==> src/sv/mp2d_pkg.sv <==
// ----------------------------------------------------------------------------
// mp2d_pkg
// Sizes, register codes and shared types of the max pooling stream unit.
// ----------------------------------------------------------------------------
`default_nettype none

package mp2d_pkg;

    // Block limits
    localparam int MAX_MAP     = 256;
    localparam int MAX_WINDOW  = 8;
    localparam int VALUE_BITS  = 16;
    localparam int MAX_STEP    = 8;
    localparam int MAX_PLANES  = 1024;
    localparam int STORE_DEPTH = MAX_WINDOW * MAX_MAP;

    // Derived widths
    localparam int POS_W    = $clog2(MAX_MAP);
    localparam int MAP_W    = POS_W + 1;
    localparam int SLOT_W   = (MAX_WINDOW > 1) ? $clog2(MAX_WINDOW) : 1;
    localparam int WIN_W    = $clog2(MAX_WINDOW) + 1;
    localparam int PH_W     = $clog2(MAX_STEP);
    localparam int STEP_W   = PH_W + 1;
    localparam int PPOS_W   = $clog2(MAX_PLANES);
    localparam int PLANES_W = PPOS_W + 1;
    localparam int ADDR_W   = SLOT_W + POS_W;

    // Configuration register fields
    localparam int MAP_CFG_W    = 9;
    localparam int WIN_CFG_W    = 4;
    localparam int STEP_CFG_W   = 4;
    localparam int PLANES_CFG_W = 11;
    localparam int CFG_DATA_W   = 11;
    localparam int CFG_IDX_W    = 2;

    typedef enum logic [CFG_IDX_W-1:0] {
        REG_MAP_SIZE    = 2'd0,
        REG_WINDOW_SIZE = 2'd1,
        REG_STEP_SIZE   = 2'd2,
        REG_PLANE_COUNT = 2'd3
    } cfg_reg_t;

    // Stream payload widths
    localparam int S_TDATA_W = 16;
    localparam int M_TDATA_W = 32;

    // Position tracker to sequencer: what the current sample does
    typedef struct packed {
        logic              fire;
        logic [ADDR_W-1:0] wr_addr;
        logic [POS_W-1:0]  col_base;
        logic [WIN_W-1:0]  win;
        logic [POS_W-1:0]  out_row;
        logic [POS_W-1:0]  out_col;
        logic              plane_done;
        logic              sample_done;
    } pos_info_t;

endpackage

`default_nettype wire

==> src/sv/mp2d_max_unit.sv <==
// ----------------------------------------------------------------------------
// mp2d_max_unit
// Shared signed compare unit that folds line-store words into a running max.
// ----------------------------------------------------------------------------
`default_nettype none

module mp2d_max_unit (
    input  wire logic                            aclk,
    input  wire logic                            aresetn,
    input  wire logic                            clear,
    input  wire logic                            en,
    input  wire logic [mp2d_pkg::VALUE_BITS-1:0] data_in,
    output logic      [mp2d_pkg::VALUE_BITS-1:0] max_out
);

    import mp2d_pkg::*;

    logic                  have_reg;
    logic [VALUE_BITS-1:0] max_reg;
    logic                  take;

    // Take the first word, then any word that is strictly larger
    assign take = !have_reg || ($signed(data_in) > $signed(max_reg));

    always_ff @(posedge aclk) begin
        if (!aresetn || clear) begin
            have_reg <= 1'b0;
        end else if (en) begin
            have_reg <= 1'b1;
        end
    end

    always_ff @(posedge aclk) begin
        if (en && !clear && take) begin
            max_reg <= data_in;
        end
    end

    assign max_out = max_reg;

endmodule

`default_nettype wire

==> config.mk <==
export PLATFORM = sky130hd
export DESIGN_NAME = mp2d_max_unit
export DESIGN_NICKNAME = d
export VERILOG_FILES = /design/src/sv/mp2d_pkg.sv /design/src/sv/mp2d_max_unit.sv
export SDC_FILE = /design/constraint.sdc
export NUM_CORES = 1
export LEC_CHECK = 0
export ABC_AREA = 1
export BUFFER_PORTS_ARGS = -buffer_cell sky130_fd_sc_hd__clkbuf_2
export CAP_MARGIN = 10
export CORE_UTILIZATION = 43
export CTS_CLUSTER_DIAMETER = 100
export DETAILED_ROUTE_END_ITERATION = 8
export PLACE_DENSITY = 0.74
export SYNTH_ARGS = -nofsm -noshare
export SYNTH_HDL_FRONTEND = slang
export SYNTH_SLANG_ARGS = --single-unit
==> constraint.sdc <==
create_clock -name aclk -period 2.4 [get_ports aclk]
set_clock_uncertainty 0.05 [all_clocks]
set_input_delay 0.48 -clock aclk [delete_from_list [all_inputs] [get_ports aclk]]
set_output_delay 0.48 -clock aclk [all_outputs]
set_load 0.005 [all_outputs]
==> results.sh <==
export IMPL_outcome="finished clean"
export IMPL_grt_start_max_net_pins=10
export IMPL_worstPathMaxFanout=8
export IMPL_vias=800
export IMPL_path_clk_slew_ps=100
export IMPL_final_min_clock_period_ps=2062
export IMPL_start_util=0.4563
export IMPL_grt_first_pass_wirelength_mm=3.042
export IMPL_remaining_drcs=0
export IMPL_cts_setup_buffers=0
export IMPL_initialDrtViolationCount=15
export IMPL_maxCapViolCount=0
export IMPL_most_common_layout_cells="35 x clkbuf_2, 25 x inv_1, 19 x nand2_1"
export IMPL_reg2reg_slack_ps=340
export IMPL_clock_buffers_created_by_tritoncts=3
export IMPL_gr_usage_all_layers=0.1693
export IMPL_clk_insertion_delay_late_ps=290
export IMPL_wl_mm=1.862
export IMPL_synth_mux_area_fraction=0
export IMPL_final_net_count=178
export IMPL_synthesized_area_fraction_occupied_by_xor_and_xnor_cells=0
export IMPL_cts_htree_levels=1
export IMPL_synthCells=100
export IMPL_power_static_leakage_nw=0.6823
export IMPL_die_w_um=50.22
export IMPL_setup_repair_after_global_routing_missed_its_margin="false"
export IMPL_register_bit_total_from_synthesis=17
export IMPL_floorplan_core_area_mm2=0.002191
export IMPL_cts_root_to_sink_buffers=2
export IMPL_root_buffer="clkbuf_4"
export IMPL_worstSetupStartpointType="register"
export IMPL_routed_length_per_instance_um=11.02
export IMPL_postSynthNetCount=136
export IMPL_final_layout_size_suffix_gt1_frac=0.3262
export IMPL_synth_largest_type_area_fraction=0.4806
export IMPL_place_worst_setup_slack_ps=171.7
export IMPL_number_of_endpoints_failing_setup_at_the_final_stage=0
export IMPL_distinct_cell_type_count_after_synthesis=16
export IMPL_cts_hold_repair_buffers=0
export IMPL_grt_pass1_vias=755
export IMPL_post_synthesis_adder_cell_area_fraction=0.2003
export IMPL_critical_path_arrival_ps=2020
export IMPL_synth_compound_area_frac=0.05257
export IMPL_max_clock_freq_ghz=0.4849
export IMPL_tritoncts_num_sinks=17
export IMPL_timing_worst_slew_pin_value_ps=175.7
export IMPL_rows=17
export IMPL_critPathRequiredTime_ps=2360
export IMPL_syn2layout_area_growth_pct=25.16
export IMPL_io_buffer_count=35
export IMPL_fin_ws_ps=337.7
export IMPL_grt_antenna_before_repair=0
export IMPL_drt_first_pass_iters=4
export IMPL_synth_top_cells_by_area="edfxtp_1 48%, ha_1 20%, inv_1 9.4%, nand2_1 7.1%, a21oi_1 2.0%"
export IMPL_setup_tns_ps=0
export IMPL_ioPinCount=36
export IMPL_max_ffs_per_register=16
export IMPL_pwr_density_cell_mw_per_mm2=489.5
export IMPL_synthesis_yosys_warnings=0
export IMPL_path_class="reg2reg"
export IMPL_postCtsResizedCells=0
export IMPL_hold_viol_final=0
export IMPL_syn_cell_area_um2=999.7
export IMPL_die_h_um=50.22
export IMPL_gp_congestion=0.7165
export IMPL_final_ant_viol_nets=0
export IMPL_dp_hpwl_mm=1.496
export IMPL_relative_max_transition_margin=0.8820
export IMPL_period_share=0.8593
export IMPL_vdd_drop_max_mv=0.3265
export IMPL_hold_path_class="in2reg"
export IMPL_design_die_area_mm2=0.002522
export IMPL_synthesis_area_per_instance_um2=9.997
export IMPL_antenna_cells=0
export IMPL_dominant_cell_type_by_area_after_synthesis="edfxtp_1"
export IMPL_worstSetupEndpointType="register"
export IMPL_layout_commonest_cell="clkbuf_2"
export IMPL_synth_seq_area_share=0.5006
export IMPL_report_final_slew_viol_count=0
export IMPL_global_route_overflow_total=0
export IMPL_post_synth_and_or_nand_nor_area_fraction=0.1489
export IMPL_post_drt_via_cell_ratio=4.734
export IMPL_synth_top_family_by_area="adder cells"
export IMPL_clock_tree_from_tritoncts="built"
area by class of cell:
type | count | area (um^2)
clock buffers | 4 | 26.28
fillers | 198 | 939.7
inverters | 26 | 97.59
multi-input cells | 57 | 401.6
flip-flops and latches | 17 | 500.5
well taps | 28 | 35.03
repair buffers | 37 | 190.2
synthesized netlist by cell type, drive strengths merged:
cell type  count
a21oi          6
o21ai          3
nor2           3
dfxtp          1
inv           26
nor3           2
ha            16
edfxtp        16
nand2         21
nand4          2
nand3          4
cells by family (layout without fill, tap and decap cells):
group                      Yosys count  after routing
AOI/OAI and AO/OA                    9              9
adders and majority gates           16             16
buffers and inverters               26             67
DFF                                 17             17
and+or+nand+nor                     32             32
through the flow:
step | instance area, um^2 | instances | util | power (mW) | hold WS (ps)
after floorplan | 999.7 | 100 | - | 0.4168 | 448.2
after global placement | 1225 | 165 | 0.5591 | 0.4593 | 470.1
after detailed placement | 1225 | 165 | 0.5591 | 0.4653 | 496.8
after CTS | 1251 | 169 | 0.5711 | 0.6177 | 307.3
after global routing | 1251 | 169 | 0.5711 | 0.6492 | 298.8
final | 1251 | 169 | 0.5711 | 0.6124 | 310.3
layer usage:
metal | part of all wire | global-route usage
met4 | 0.035 | 0.1286
met2 | 0.47 | 0.2733
met5 | 0 | 0
met1 | 0.44 | 0.2059
met3 | 0.053 | 0.01818
power breakdown:
part	leakage, nW	internal, mW	switching (mW)	total (mW)
Clock	0.0150	0.0647	0.0889	0.154
Combinational	0.509	0.0495	0.0628	0.112
Sequential	0.158	0.340	0.00638	0.346
Total	0.682	0.454	0.158	0.612
worst paths after layout:
check             start    endpoint  cells past startpoint
min               clear    have_reg                      2
min reg2reg    have_reg    have_reg                      2
max          max_out[7]  max_out[8]                     13
max reg2reg  max_out[7]  max_out[8]                     13
worst max-delay path: stages, from the launching register on:
cell      delay, ps
edfxtp_1        360
inv_1            50
ha_1            290
nand2_2          70
nor2_1          160
nand3_1         100
nand3_1          90
nand2_1          60
nand2_1          60
nand2_1          50
nand2_1          50
nand2_1          60
a21oi_2         140
buf_4           190
(Power assumes the default switching activity.)
