### src/sv/mp2d_pkg.sv
// ----------------------------------------------------------------------------
// mp2d_pkg
// Sizes, register codes and shared types of the max pooling stream unit.
// ----------------------------------------------------------------------------
`default_nettype none

package mp2d_pkg;

    // Block limits
    localparam int MAX_MAP     = 256;
    localparam int MAX_WINDOW  = 8;
    localparam int VALUE_BITS  = 16;
    localparam int MAX_STEP    = 8;
    localparam int MAX_PLANES  = 1024;
    localparam int STORE_DEPTH = MAX_WINDOW * MAX_MAP;

    // Derived widths
    localparam int POS_W    = $clog2(MAX_MAP);
    localparam int MAP_W    = POS_W + 1;
    localparam int SLOT_W   = (MAX_WINDOW > 1) ? $clog2(MAX_WINDOW) : 1;
    localparam int WIN_W    = $clog2(MAX_WINDOW) + 1;
    localparam int PH_W     = $clog2(MAX_STEP);
    localparam int STEP_W   = PH_W + 1;
    localparam int PPOS_W   = $clog2(MAX_PLANES);
    localparam int PLANES_W = PPOS_W + 1;
    localparam int ADDR_W   = SLOT_W + POS_W;

    // Configuration register fields
    localparam int MAP_CFG_W    = 9;
    localparam int WIN_CFG_W    = 4;
    localparam int STEP_CFG_W   = 4;
    localparam int PLANES_CFG_W = 11;
    localparam int CFG_DATA_W   = 11;
    localparam int CFG_IDX_W    = 2;

    typedef enum logic [CFG_IDX_W-1:0] {
        REG_MAP_SIZE    = 2'd0,
        REG_WINDOW_SIZE = 2'd1,
        REG_STEP_SIZE   = 2'd2,
        REG_PLANE_COUNT = 2'd3
    } cfg_reg_t;

    // Stream payload widths
    localparam int S_TDATA_W = 16;
    localparam int M_TDATA_W = 32;

    // Position tracker to sequencer: what the current sample does
    typedef struct packed {
        logic              fire;
        logic [ADDR_W-1:0] wr_addr;
        logic [POS_W-1:0]  col_base;
        logic [WIN_W-1:0]  win;
        logic [POS_W-1:0]  out_row;
        logic [POS_W-1:0]  out_col;
        logic              plane_done;
        logic              sample_done;
    } pos_info_t;

endpackage

`default_nettype wire

### src/sv/mp2d_pos_track.sv
// ----------------------------------------------------------------------------
// mp2d_pos_track
// Configuration registers and raster position tracking; flags window ends.
// ----------------------------------------------------------------------------
`default_nettype none

module mp2d_pos_track (
    input  wire logic                            aclk,
    input  wire logic                            aresetn,
    input  wire logic                            cfg_wr_en,
    input  wire logic [mp2d_pkg::CFG_IDX_W-1:0]  cfg_wr_index,
    input  wire logic [mp2d_pkg::CFG_DATA_W-1:0] cfg_wr_data,
    input  wire logic                            step,
    output mp2d_pkg::pos_info_t                  info
);

    import mp2d_pkg::*;

    logic [MAP_CFG_W-1:0]    map_size_reg;
    logic [WIN_CFG_W-1:0]    window_size_reg;
    logic [STEP_CFG_W-1:0]   step_size_reg;
    logic [PLANES_CFG_W-1:0] plane_count_reg;

    logic [POS_W-1:0]  row_pos_reg, row_pos_next;
    logic [POS_W-1:0]  col_pos_reg, col_pos_next;
    logic [SLOT_W-1:0] row_slot_reg, row_slot_next;
    logic [PH_W-1:0]   row_ph_reg, row_ph_next;
    logic [PH_W-1:0]   col_ph_reg, col_ph_next;
    logic [POS_W-1:0]  out_row_reg, out_row_next;
    logic [POS_W-1:0]  out_col_reg, out_col_next;
    logic [PPOS_W-1:0] plane_pos_reg, plane_pos_next;

    logic [MAP_W-1:0]    map_eff;
    logic [WIN_W-1:0]    win_eff;
    logic [STEP_W-1:0]   step_eff;
    logic [PLANES_W-1:0] planes_eff;
    logic [MAP_W-1:0]    win_ext;
    logic [MAP_W-1:0]    row_p1, col_p1;
    logic                row_fit, col_fit, row_last, col_last;
    logic                row_ph_wrap, col_ph_wrap, slot_wrap;
    logic [PLANES_W-1:0] plane_p1;
    logic                plane_done;

    // Hold configuration registers
    always_ff @(posedge aclk) begin
        if (!aresetn) begin
            map_size_reg    <= MAP_CFG_W'(28);
            window_size_reg <= WIN_CFG_W'(2);
            step_size_reg   <= STEP_CFG_W'(2);
            plane_count_reg <= PLANES_CFG_W'(1);
        end else if (cfg_wr_en) begin
            unique case (cfg_reg_t'(cfg_wr_index))
                REG_MAP_SIZE:    map_size_reg    <= cfg_wr_data[MAP_CFG_W-1:0];
                REG_WINDOW_SIZE: window_size_reg <= cfg_wr_data[WIN_CFG_W-1:0];
                REG_STEP_SIZE:   step_size_reg   <= cfg_wr_data[STEP_CFG_W-1:0];
                REG_PLANE_COUNT: plane_count_reg <= cfg_wr_data[PLANES_CFG_W-1:0];
                default:         map_size_reg    <= map_size_reg;
            endcase
        end
    end

    // Clamp register values into their working ranges
    always_comb begin
        if (map_size_reg == '0) begin
            map_eff = MAP_W'(1);
        end else if (MAP_W'(map_size_reg) > MAP_W'(MAX_MAP)) begin
            map_eff = MAP_W'(MAX_MAP);
        end else begin
            map_eff = MAP_W'(map_size_reg);
        end

        if (window_size_reg == '0) begin
            win_eff = WIN_W'(1);
        end else if (WIN_W'(window_size_reg) > WIN_W'(MAX_WINDOW)) begin
            win_eff = WIN_W'(MAX_WINDOW);
        end else begin
            win_eff = WIN_W'(window_size_reg);
        end

        if (step_size_reg == '0) begin
            step_eff = STEP_W'(1);
        end else if (STEP_W'(step_size_reg) > STEP_W'(MAX_STEP)) begin
            step_eff = STEP_W'(MAX_STEP);
        end else begin
            step_eff = STEP_W'(step_size_reg);
        end

        if (plane_count_reg == '0) begin
            planes_eff = PLANES_W'(1);
        end else if (PLANES_W'(plane_count_reg) > PLANES_W'(MAX_PLANES)) begin
            planes_eff = PLANES_W'(MAX_PLANES);
        end else begin
            planes_eff = PLANES_W'(plane_count_reg);
        end
    end

    // Decide whether the current sample closes a window
    always_comb begin
        win_ext     = MAP_W'(win_eff);
        row_p1      = MAP_W'(row_pos_reg) + MAP_W'(1);
        col_p1      = MAP_W'(col_pos_reg) + MAP_W'(1);
        row_fit     = (row_p1 >= win_ext);
        col_fit     = (col_p1 >= win_ext);
        row_last    = (row_p1 >= map_eff);
        col_last    = (col_p1 >= map_eff);
        row_ph_wrap = ((STEP_W'(row_ph_reg) + STEP_W'(1)) == step_eff);
        col_ph_wrap = ((STEP_W'(col_ph_reg) + STEP_W'(1)) == step_eff);
        slot_wrap   = ((WIN_W'(row_slot_reg) + WIN_W'(1)) == win_eff);
        plane_p1    = PLANES_W'(plane_pos_reg) + PLANES_W'(1);
        // last window of a plane: the next window start would not fit
        plane_done  = ((MAP_W'(row_pos_reg) + MAP_W'(step_eff)) >= map_eff) &&
                      ((MAP_W'(col_pos_reg) + MAP_W'(step_eff)) >= map_eff);

        info.fire        = (win_ext <= map_eff) && row_fit && col_fit &&
                           (row_ph_reg == '0) && (col_ph_reg == '0);
        info.wr_addr     = {row_slot_reg, col_pos_reg};
        info.col_base    = col_pos_reg - POS_W'(win_eff - WIN_W'(1));
        info.win         = win_eff;
        info.out_row     = out_row_reg;
        info.out_col     = out_col_reg;
        info.plane_done  = plane_done;
        info.sample_done = plane_done && (plane_p1 == planes_eff);
    end

    // Advance the raster position
    always_comb begin
        row_pos_next   = row_pos_reg;
        col_pos_next   = col_pos_reg + POS_W'(1);
        row_slot_next  = row_slot_reg;
        row_ph_next    = row_ph_reg;
        col_ph_next    = '0;
        out_row_next   = out_row_reg;
        out_col_next   = '0;
        plane_pos_next = plane_pos_reg;

        if (col_fit) begin
            col_ph_next  = col_ph_wrap ? '0 : col_ph_reg + PH_W'(1);
            out_col_next = col_ph_wrap ? out_col_reg + POS_W'(1) : out_col_reg;
        end

        if (col_last) begin
            col_pos_next = '0;
            col_ph_next  = '0;
            out_col_next = '0;
            if (row_last) begin
                row_pos_next   = '0;
                row_slot_next  = '0;
                row_ph_next    = '0;
                out_row_next   = '0;
                plane_pos_next = (plane_p1 >= planes_eff) ? '0 : plane_p1[PPOS_W-1:0];
            end else begin
                row_pos_next  = row_pos_reg + POS_W'(1);
                row_slot_next = slot_wrap ? '0 : row_slot_reg + SLOT_W'(1);
                if (row_fit) begin
                    row_ph_next  = row_ph_wrap ? '0 : row_ph_reg + PH_W'(1);
                    out_row_next = row_ph_wrap ? out_row_reg + POS_W'(1) : out_row_reg;
                end else begin
                    row_ph_next  = '0;
                    out_row_next = '0;
                end
            end
        end
    end

    // Restart on any register write, advance on each accepted sample
    always_ff @(posedge aclk) begin
        if (!aresetn || cfg_wr_en) begin
            row_pos_reg   <= '0;
            col_pos_reg   <= '0;
            row_slot_reg  <= '0;
            row_ph_reg    <= '0;
            col_ph_reg    <= '0;
            out_row_reg   <= '0;
            out_col_reg   <= '0;
            plane_pos_reg <= '0;
        end else if (step) begin
            row_pos_reg   <= row_pos_next;
            col_pos_reg   <= col_pos_next;
            row_slot_reg  <= row_slot_next;
            row_ph_reg    <= row_ph_next;
            col_ph_reg    <= col_ph_next;
            out_row_reg   <= out_row_next;
            out_col_reg   <= out_col_next;
            plane_pos_reg <= plane_pos_next;
        end
    end

endmodule

`default_nettype wire

### config.mk
export PLATFORM = sky130hd
export DESIGN_NAME = mp2d_pos_track
export DESIGN_NICKNAME = d
export VERILOG_FILES = /design/src/sv/mp2d_pkg.sv /design/src/sv/mp2d_pos_track.sv
export SDC_FILE = /design/constraint.sdc
export NUM_CORES = 1
export LEC_CHECK = 0
export BUFFER_PORTS_ARGS = -buffer_cell sky130_fd_sc_hd__buf_2
export CAP_MARGIN = 20
export CORE_MARGIN = 2
export CORE_UTILIZATION = 40
export DETAILED_ROUTE_END_ITERATION = 12
export MAX_ROUTING_LAYER = met4
export PLACE_DENSITY = 0.66
export SKIP_LAST_GASP = 1
export SLEW_MARGIN = 20
export SYNTH_ARGS = -nofsm -noshare
export SYNTH_HDL_FRONTEND = slang
export SYNTH_SLANG_ARGS = --single-unit
export TNS_END_PERCENT = 50
### constraint.sdc
create_clock -name aclk -period 5.87 [get_ports aclk]
set_input_delay 1.761 -clock aclk [delete_from_list [all_inputs] [get_ports aclk]]
set_output_delay 1.761 -clock aclk [all_outputs]
set_load 0.01 [all_outputs]
==> out/results.ini <==
[die]
die_area_um2 = 16500
io-pin-count = 59
die_h_um = 128
core_area_um2 = 15100
start_util_pct = 40.9
rows = 45
die_x_um = 128

[synth]
async_flop_share_pct = 0
netlist_area_um2 = 6190
synth_top_area_cell = dfxtp_1
synth_nets = 864
synth_top_area_share_pct = 25.5
yosys_warnings = 0
synth_edf_count = 0
synth-seq-area-share_pct = 25.5
avgSynthCellArea_um2 = 8.16
synth_area_leaders = dfxtp_1 (26%), ha_1 (17%), nand2_1 (5.5%)
synth_ff_type = dfxtp_1
synth_seq_cells = 79
synth_cell_types = 65
syn_inst = 759

[timing]
rsz0062_at_grt = false
fin_hold_ws_ps = 480
hold_violations = 0
fin_skew_ps = 6.08
fin_ws_ps = 413
slew_headroom_pct = 35.4
min_period_over_period_pct = 93.0
finalSetupTns_ps = 0
fmaxAchievable_mhz = 183
period_needed_ps = 5460
drv_slew = 0
tightest_slew_ps = 962
setup_viol = 0

[clock_tree]
cts_root_buf = clkbuf_16
cts.sinks = 79
cts_resized = 0
holdBufCountCts = 0
clock_latency_ps = 350
clkTransAtPathRegs_ps = 60
postCtsSetupBuffers = 0
numCtsBuffers = 9
cts_tree = yes
cts_max_level = 3
cts_buffer_depth = 2

[power_and_ir_drop]
power.total_mw = 1.38
seq_power_share_pct = 39.9
power.leakage_nw = 3.09
p_int_mw = 1.05
pwr-share-comb_pct = 12.2
clock_power_share_pct = 47.9
peakVddDrop_uv = 128
swShare_pct = 24.3
netSwitchingPower_uw = 337
p_per_area_nw_per_um2 = 199

[detailed_routing]
avgRoutedWirePerCell_um = 16.2
via_count = 5553
firstDrtPassIters = 5
vias_per_cell = 5.58
drtIter0Drc = 373
ant_nets = 0
routed_wl_mm = 16.1
drc = 0

[worst_hold_path]
hold_start = out_col_reg[7]$_SDFFE_PP0P_
min_path_cells = 2
hp-class = flip-flop to flip-flop
whs_endpoint = out_col_reg[7]$_SDFFE_PP0P_

[run_status]
outcome = finished clean

[cells_and_area]
layout_commonest_cell = nand2_1
layout-drive-gt1-share_pct = 11.6
largest_reg_flops = 11
nets = 908
layout_common_cells = nand2_1 (91), ha_1 (85), dfxtp_1 (79)
syn2layout_area_growth_pct = 12.4
antenna_cells = 0
nFillCells = 1468
post-route-cell-area_um2 = 6960

[place]
dp_hpwl_mm = 12.2
dpl_cell_area_um2 = 6620
io_buffers = 58
place_ws_ps = 772
place.gp.congestion = 0.912

[critical_path]
crit_required_ps = 4110
cp.arrival_ps = 3700
r2r_end = plane_pos_reg[3]$_SDFFE_PP0P_
crit_path_start_kind = flip-flop
reg2reg_from = row_pos_reg[0]$_SDFFE_PP0P_
crit_path_end_kind = output port
worst-path-max-fanout = 8
r2r_slack_ps = 1830
r2r_cells = 12
worstSetupPathType = flip-flop to output port

[global_routing]
grt_first_pass_wirelength_mm = 26.5
grt_overflow = 0
antenna_found_initial = 0
grt_use_total_pct = 20.8
grt_start_max_net_pins = 31
grt_pass1_vias = 5259

[job]
drv_cap = 0

worst max-delay path by stage:
| stage | from | end | slack, ps |
|---|---|---|---|
| after detailed placement | step_size_reg[3]$_SDFFE_PN0P_ | info[0] | 770 |
| after global routing | step_size_reg[3]$_SDFFE_PN0P_ | info[0] | 80 |
| final | step_size_reg[3]$_SDFFE_PN0P_ | info[0] | 410 |
| after floorplan | step_size_reg[0]$_SDFFE_PN0P_ | info[1] | 1090 |
| after global placement | step_size_reg[3]$_SDFFE_PN0P_ | info[0] | 850 |
| after CTS | step_size_reg[3]$_SDFFE_PN0P_ | info[0] | 400 |
power groups by stage:
stage | Sequential (mW) | Combinational (mW) | Clock [mW]
floorplan | 0.561 | 0.117 | 0
global placement | 0.564 | 0.166 | 0
detailed placement | 0.564 | 0.168 | 0
CTS | 0.552 | 0.169 | 0.680
global route | 0.553 | 0.188 | 0.699
finish | 0.552 | 0.169 | 0.664
layer usage:
metal	global-route usage (%)	wire, µm	vias to the layer above
met1	26.6	7670	2597
met3	3.16	550	27
met2	33.7	7550	112
li1	-	-	2817
met5	-	0	-
met4	7.05	350	0
kinds of logic after synthesis:
kind of cell | Yosys count | share of synthesized area [%]
flip-flops | 79 | 25.5
AND/OR/NAND/NOR | 276 | 23.4
adder cells (fa/ha/maj) | 88 | 18.1
multiplexers | 19 | 3.07
buffers and inverters | 66 | 4.36
other | 1 | 0.0606
AO/OA/AOI/OAI | 182 | 18.7
XOR/XNOR | 48 | 6.79
final cells by class:
class / count / area, µm² / area share (%)
Multi-Input combinational cell: 614 / 4340 / 62.3
Clock inverter: 3 / 90.1 / 1.29
Clock buffer: 12 / 256 / 3.68
Sequential cell: 79 / 1580 / 22.7
Tap cell: 188 / 235 / 3.38
Timing Repair Buffer: 62 / 320 / 4.60
Inverter: 37 / 139 / 1.99
Yosys cell counts (5+ instances only):
cell type and n:
nor3_1 10, nand3_1 28, o21ai_0 32, a31oi_1 7, dfxtp_1 79, inv_1 32, nand3b_1 11, clkbuf_1 19
mux2i_1 19, a21o_1 16, o21bai_1 7, ha_1 85, xor2_1 20, xnor2_1 28, nand2_1 91, or4_1 5
buf_4 5, nor2_1 42, nor2b_1 18, a21boi_0 12, a21oi_1 65, nand4_1 15, o21a_1 7, and4_1 5
nand2b_1 8, or3_1 5, and3_1 12
stage by stage:
| step | cells | util [%] |
|---|---|---|
| CTS | 995 | 46.0 |
| finish | 995 | 46.0 |
| global route | 995 | 46.0 |
| global placement | 980 | 43.7 |
| detailed placement | 980 | 43.7 |
| floorplan | 759 | - |
worst max-delay path, cell delays in order, from the launching register on:
cell	delay (ps)
dfxtp_1	510
inv_2	110
and2_2	210
ha_1	200
inv_1	70
fa_1	210
inv_1	50
a21o_1	150
a21oi_1	270
xnor2_1	170
ha_1	270
a21oi_1	130
o21ai_0	90
a21o_1	180
a2111oi_0	380
buf_4	180
nor3_1	40
buf_2	140
No activity file was read; power rests on OpenSTA's default activity.
